<file path="config.mk">
export PLATFORM = sky130hd
export DESIGN_NAME = ilist_cell
export DESIGN_NICKNAME = d
export VERILOG_FILES = /design/src/hw/rtl/indexed_list_insert_remove_search_core_defines.svh /design/src/hw/rtl/ilist_pkg.sv /design/src/hw/rtl/ilist_cell.sv
export SDC_FILE = /design/constraint.sdc
export NUM_CORES = 1
export LEC_CHECK = 0
export BUFFER_PORTS_ARGS = -buffer_cell sky130_fd_sc_hd__buf_4
export CORE_AREA = 2 2 132 134
export CTS_BUF_LIST = sky130_fd_sc_hd__clkbuf_4 sky130_fd_sc_hd__clkbuf_8 sky130_fd_sc_hd__clkbuf_16
export DETAILED_ROUTE_END_ITERATION = 10
export DIE_AREA = 0 0 134 136
export GPL_TIMING_DRIVEN = 0
export PLACE_DENSITY = 0.63
export SLEW_MARGIN = 20
export SYNTH_ARGS = -nofsm -noshare
export SYNTH_HDL_FRONTEND = slang
export SYNTH_SLANG_ARGS = --single-unit
export TNS_END_PERCENT = 1
</file>
<file path="constraint.sdc">
create_clock -name clk -period 3.82 [get_ports clk]
set_clock_uncertainty 0.05 [all_clocks]
set_input_delay 0.382 -clock clk [delete_from_list [all_inputs] [get_ports clk]]
set_output_delay 0.382 -clock clk [all_outputs]
set_load 0.005 [all_outputs]
</file>
<file path="src/hw/rtl/indexed_list_insert_remove_search_core_defines.svh">
// ----------------------------------------------------------------------------
// Indexed list core - assertion macros
// Shared assertion wrappers for the list core, clocked on clk with arst_n.
// ----------------------------------------------------------------------------
`ifndef INDEXED_LIST_INSERT_REMOVE_SEARCH_CORE_DEFINES_SVH
`define INDEXED_LIST_INSERT_REMOVE_SEARCH_CORE_DEFINES_SVH

// Property checked at every rising edge outside reset.
`define ILIST_ASSERT(lbl, prop, msg) \
	lbl: assert property (@(posedge clk) disable iff (!arst_n) (prop)) else $error(msg);

// Implication checked at every rising edge outside reset.
`define ILIST_ASSERT_IMP(lbl, ante, cons, msg) \
	lbl: assert property (@(posedge clk) disable iff (!arst_n) (ante) |-> (cons)) \
		else $error(msg);

`endif

</file>
<file path="src/hw/rtl/ilist_pkg.sv">
// ----------------------------------------------------------------------------
// Indexed list package
// Types and constants shared by the list cells and the list core.
// ----------------------------------------------------------------------------
package ilist_pkg;

	localparam int CAPACITY_DEF = 64;
	localparam int DATA_W       = 64;
	localparam int POS_W        = 7;
	localparam int MODE_W       = 3;
	localparam int STATUS_W     = 2;
	localparam int IN_TDATA_W   = 80;
	localparam int OUT_TDATA_W  = 80;

	typedef enum logic [MODE_W-1:0] {
		MODE_APPEND = 3'd0,
		MODE_INSERT = 3'd1,
		MODE_REMOVE = 3'd2,
		MODE_READ   = 3'd3,
		MODE_FIND   = 3'd4,
		MODE_CLEAR  = 3'd5,
		MODE_SIZE   = 3'd6
	} mode_t;

	typedef enum logic [STATUS_W-1:0] {
		ST_OK     = 2'd0,
		ST_BOUNDS = 2'd1,
		ST_FULL   = 2'd2
	} status_t;

	typedef enum logic [1:0] {
		S_IDLE,
		S_EXEC,
		S_COLLECT
	} state_t;

	// Command broadcast to every cell during the execute cycle
	typedef struct packed {
		logic up;    // open a slot at pos, later entries move up
		logic down;  // close the slot at pos, later entries move down
		logic find;  // compare against the search value
		logic read;  // present the entry at pos
	} cell_cmd_t;

endpackage

</file>
<file path="src/hw/rtl/ilist_cell.sv">
// ----------------------------------------------------------------------------
// Indexed list cell
// Holds one entry; shifts to or from its neighbours and flags search hits.
// ----------------------------------------------------------------------------
module ilist_cell
	import ilist_pkg::*;
#(
	parameter int IDX  = 0,
	parameter int CMPW = 7
) (
	input  logic              clk,
	input  logic              arst_n,
	input  cell_cmd_t         cmd,
	input  logic [CMPW-1:0]   pos,
	input  logic [CMPW-1:0]   count,
	input  logic [DATA_W-1:0] value,
	input  logic [DATA_W-1:0] left_val,
	input  logic [DATA_W-1:0] right_val,
	output logic [DATA_W-1:0] val,
	output logic              hit,
	output logic [DATA_W-1:0] rd
);

	localparam logic [CMPW-1:0] IDX_C = CMPW'(IDX);

	logic [DATA_W-1:0] val_q;
	logic              hit_q;
	logic [DATA_W-1:0] rd_q;

	// entry payload, no reset
	always_ff @(posedge clk) begin
		if (cmd.up) begin
			if (IDX_C > pos)
				val_q <= left_val;
			else if (IDX_C == pos)
				val_q <= value;
		end else if (cmd.down) begin
			if (IDX_C >= pos)
				val_q <= right_val;
		end
	end

	always_ff @(posedge clk or negedge arst_n) begin
		if (!arst_n) begin
			hit_q <= 1'b0;
		end else if (cmd.find || cmd.read) begin
			hit_q <= cmd.find && (IDX_C < count) && (val_q == value);
		end
	end

	always_ff @(posedge clk) begin
		if (cmd.find || cmd.read)
			rd_q <= (cmd.read && IDX_C == pos) ? val_q : '0;
	end

	assign val = val_q;
	assign hit = hit_q;
	assign rd  = rd_q;

endmodule

</file>
==> results.cfg, run 1 <==
[finish]
nets = 892
stdcell_area_um2 = 8920
antennaDiodeCount = 0
fin_util = 0.529
syn_to_final_growth_pct = 51.1
final_cell_mix = 275 x buf_4, 128 x edfxtp_1, 64 x mux2_2
drive_gt1_frac = 0.561
layout_commonest_cell = buf_4
fillers = 1440

[die]
dieWidth_um = 134
core-area_um2 = 16900
ios = 341
die_height_um = 136
rows = 48
start_util = 0.350
die_area_um2 = 18200

[power_and_ir_drop]
net-switching-power_uw = 726
powerDensity_nw_per_um2 = 399
seqPwrFrac = 0.451
p_leak_nw = 3.73
power.internal_mw = 2.83
clockPowerShare = 0.454
p_sw_frac = 0.204
combPwrFrac = 0.095
total_power_mw = 3.56
ir_drop_uv = 259

[setup_path]
crit_family = buffers and inverters
cp.arrival_ps = 2210
crit_chain = clkbuf_1 > buf_2 > nor2_1 > nor2_4 > buf_12
cp.required_ps = 3870
path_max_fanout = 24
reg2reg_depth = 5
critPathLaunchType = primary input
slowest_delay_ps = 530
path_buf_inv = 3
cp.depth = 5
cp-end-kind = register
path_class = in -> reg
slowest_stage = nor2_4

[logic_synthesis]
synth_edf_count = 128
yosysSeqAreaShare = 0.655
async_flop_share = 0.00775
synthesis.area_um2 = 5900
synth_area_leaders = edfxtp_1 65%, mux2_2 12%, and2_1 6.5%
synth.largest_area_cell = edfxtp_1
syn_nets = 594
yosysTopAreaCellShare = 0.651
synth_cells = 382
syn_area_per_cell_um2 = 15.5
ys_ff_latch = 129
ys.warnings.count = 0
synth-main-ff-cell = edfxtp_1
synthDistinctLibCells = 31

[sta]
max-slew-margin-rel = 0.407
max_freq_mhz = 464
min_period_ps = 2150
finalHoldViolCount = 0
setup_viol = 0
min_period_over_period = 0.564
worst_pin_slew_ps = 890
rsz0062_at_grt = false
maxSlewViolCount = 0

[detailed_routing]
drt_iter0_drc = 205
vias = 4306
drc = 0
drtAntennaViolNets = 0
first_pass_iters = 4
viasPerCell = 4.69
wirelength_mm = 17.8
wl_per_cell_um = 19.4

[place]
place_area_um2 = 8330
dp_hpwl_mm = 13.5
portBuffers = 275
routabilityCongestion = 0.794

[clock_tree]
cts_max_level = 4
clk_latency_ps = 410
cts.clk_slew.worst_paths_ps = 60
cts_tree = yes
cts_buffers = 17
cts-root-buf = clkbuf_16
clock_path_buffers = 2
cts_num_sinks = 129

[flow_run]
cap_violations = 0

[min_path]
hp-class = in -> reg
hold_depth = 2

[global_routing]
grt_usage = 0.194
grt_max_degree = 45
grt_overflow_total = 0
antenna_found_initial = 0
grt_pass1_wl_mm = 25.9
first_global_vias = 4509

[run_status]
status = completed
[metrics by stage]
step | hold WS [ps] | setup WS (ps) | setup TNS (ps) | cells
floorplan | 36.4 | 699 | 0 | 382
global placement | 108 | -800 | -50860 | 882
detailed placement | 110 | 1190 | 0 | 885
CTS | 201 | 1630 | 0 | 918
global route | 210 | 1510 | 0 | 918
finish | 219 | 1670 | 0 | 918
[layout make-up]
type,instances,area (um^2),share of cell area
repair buffers,279,2140,0.240
flip-flops and latches,129,3870,0.434
clock inverters,13,144,0.0161
clock buffers,19,440,0.0494
inverters,11,41.3,0.00463
well taps,225,282,0.0316
plain buffers,13,62.6,0.00701
multi-input cells,229,1940,0.218
[timing repair]
item / in CTS / in global routing
hold buffers: 1 / 0
endpoints found under the hold margin: 1 / 0
buffers inserted: 0 / 0
gates resized for setup: 0 / 0
[final timing paths]
kind                              startpoint                 to  slack, ps
max                                   cmd[3]  val[63]$_DFFE_PP_       1670
min                             right_val[2]   val[2]$_DFFE_PP_        220
max reg2reg                val[52]$_DFFE_PP_    hit$_DFFE_PN0P_       1890
min reg2reg                  hit$_DFFE_PN0P_    hit$_DFFE_PN0P_        510
max in group asynchronous             arst_n    hit$_DFFE_PN0P_       3370
min in group asynchronous             arst_n    hit$_DFFE_PN0P_        270
[registers in the layout, summed over array words and instances (netlist names)]
signal	cells
val	64
hit	1
rd	64
[cells by family after synthesis]
group / Yosys count / share of synthesized area
and+or+nand+nor: 102 / 0.111
AOI/OAI and AO/OA: 12 / 0.0184
buffers and inverters: 24 / 0.0176
xor gates and xnor gates: 51 / 0.0757
DFF: 129 / 0.655
muxes: 64 / 0.122
[power groups by stage]
stage	combinational [mW]	clock, mW	sequential [mW]
final	0.338	1.61	1.60
after global placement	0.329	0	1.63
after CTS	0.343	1.64	1.60
after floorplan	0.118	0	1.64
after detailed placement	0.340	0	1.63
after global routing	0.364	1.70	1.61
[per-layer routing]
metal,up-vias,track usage,wire length (um)
met5,-,0,0
met4,0,0.0745,374
met3,28,0.0544,1370
met2,205,0.329,8930
met1,2058,0.235,7160
li1,2015,-,-
[cell usage after synthesis (all sizes together) (6+ instances only)]
cell,count
inv,10
and2b,6
xnor2,43
xor2,8
buf,11
nand4,12
mux2,64
and2,61
nor4,8
edfxtp,128
nor3,6
Power figures use the tool's default switching activity.
==> run 2: changes to the inputs <==
Settings changed: CORE_AREA 2 2 132 134 to 2 2 134 136, DIE_AREA 0 0 134 136 to 0 0 136 138, PLACE_DENSITY 0.63 to 0.61.
Clock period 3.82 ns to 2 ns, I/O delays scaled along.
==> results.cfg, run 2 (synthesis gave the netlist of run 1 again) <==
[finish]
antennaDiodeCount = 0
fillers = 1562
layout_commonest_cell = buf_4
stdcell_area_um2 = 8920
drive_gt1_frac = 0.569
syn_to_final_growth_pct = 51.1
nets = 892
final_cell_mix = 275 x buf_4, 128 x edfxtp_1, 64 x mux2_2

[global_routing]
grt_pass1_wl_mm = 27.1
busiest_layer = met2
grt_use_met3 = 0.0579
antenna_found_initial = 1
first_global_vias = 4528
use_met1 = 0.249
grt_max_degree = 38
grt_overflow_total = 0
use_met2 = 0.329
grt_usage = 0.198

[clock_tree]
cts.clk_slew.worst_paths_ps = 60
cts_num_sinks = 129
cts_tree = yes
cts_buffers = 17
cts_max_level = 4
post_cts_buffers = 0
clk_latency_ps = 420
clock_path_buffers = 2
cts-root-buf = clkbuf_16

[sta]
worst_pin_slew_ps = 937
timing.hold.ws_ps = 31.7
setup_viol = 0
rsz0062_at_grt = false
max-slew-margin-rel = 0.376
max_freq_mhz = 538
setup_slack_ps = 141
maxSlewViolCount = 0
min_period_over_period = 0.930
min_period_ps = 1860
finalHoldViolCount = 0
fin_setup_tns_ps = 0

[place]
portBuffers = 275
place_area_um2 = 8350
routabilityCongestion = 0.775
dp_hpwl_mm = 13.6
place_ws_ps = -5.77

[detailed_routing]
vias = 4310
wl_per_cell_um = 19.9
drt_iter0_drc = 170
first_pass_iters = 4
viasPerCell = 4.68
drc = 0
wirelength_mm = 18.3
drtAntennaViolNets = 0

[die]
ios = 341
dieWidth_um = 136
die_height_um = 138
start_util = 0.337
core-area_um2 = 17500
rows = 49
die_area_um2 = 18800

[setup_path]
path_buf_inv = 0
crit_family = simple AND/OR/NAND/NOR gates
slowest_delay_ps = 590
path_class = reg -> reg
crit_chain = xnor2_1 > nand4_1 > nor4_1 > nand4_1 > o22ai_2
cp-end-kind = register
slowest_stage = nor4_1
cp.arrival_ps = 2140
critPathLaunchType = register
path_max_fanout = 3
cp.required_ps = 2290
cpMostUsedCell = nand4_1

[min_path]
hp-class = in -> reg

[run_status]
status = completed

[power_and_ir_drop]
powerDensity_nw_per_um2 = 750
p_leak_nw = 3.73
ir_drop_uv = 519

[flow_run]
cap_violations = 0
[run 2: cell types whose count changed in the layout (fill, tap and decap cells not counted), sizes merged]
| cell | delta |
|---|---|
| clkinv | -3 |
| clkbuf | +3 |
| bufinv | -1 |
| clkinvlp | -1 |
[run 2: path summary, 6_finish.rpt]
| kind | startpoint | to | slack, ps | cells past startpoint |
|---|---|---|---|---|
| worst max-delay path | val[63]$_DFFE_PP_ | hit$_DFFE_PN0P_ | 140 | 5 |
| worst min-delay path | right_val[23] | val[23]$_DFFE_PP_ | 30 | 2 |
| worst max register to register | val[63]$_DFFE_PP_ | hit$_DFFE_PN0P_ | 140 | 5 |
| worst min register to register | hit$_DFFE_PN0P_ | hit$_DFFE_PN0P_ | 510 | 2 |
| max in group asynchronous | arst_n | hit$_DFFE_PN0P_ | 1750 | 2 |
| min in group asynchronous | arst_n | hit$_DFFE_PN0P_ | 70 | 2 |
[run 2: area by class of cell]
class                   instances  area, um^2  area share
clock inverters                 8        90.1      0.0101
multi-input cells             229        1970       0.220
clock buffers                  22         463      0.0519
well taps                     229         287      0.0321
plain buffers                  13        72.6     0.00813
inverters                      11        41.3     0.00463
repair buffers                279        2130       0.239
flip-flops and latches        129        3870       0.434
[run 2: power by group]
part	switching (mW)	internal, mW
clock	1.11	1.87
sequential	0.0218	3.04
combinational	0.246	0.404
[run 2: per-stage QoR]
step                 util  total power, mW  instances
floorplan               -             3.35        382
global route        0.509             6.95        920
detailed placement  0.476             3.77        889
finish              0.509             6.70        920
global placement    0.473             3.76        886
CTS                 0.509             6.77        920
[run 2: metal layers]
layer  vias up  share of wire
li1       2004              -
met1      2119           0.42
met2       171           0.50
met3        16          0.073
met4         0          0.012
met5         -              0
[run 2: what timing repair did]
item                                    in CTS  in global routing
gates resized for setup                      1                  0
endpoints found under the setup margin       1                  0
hold buffers                                 1                  0
endpoints found under the hold margin        1                  0
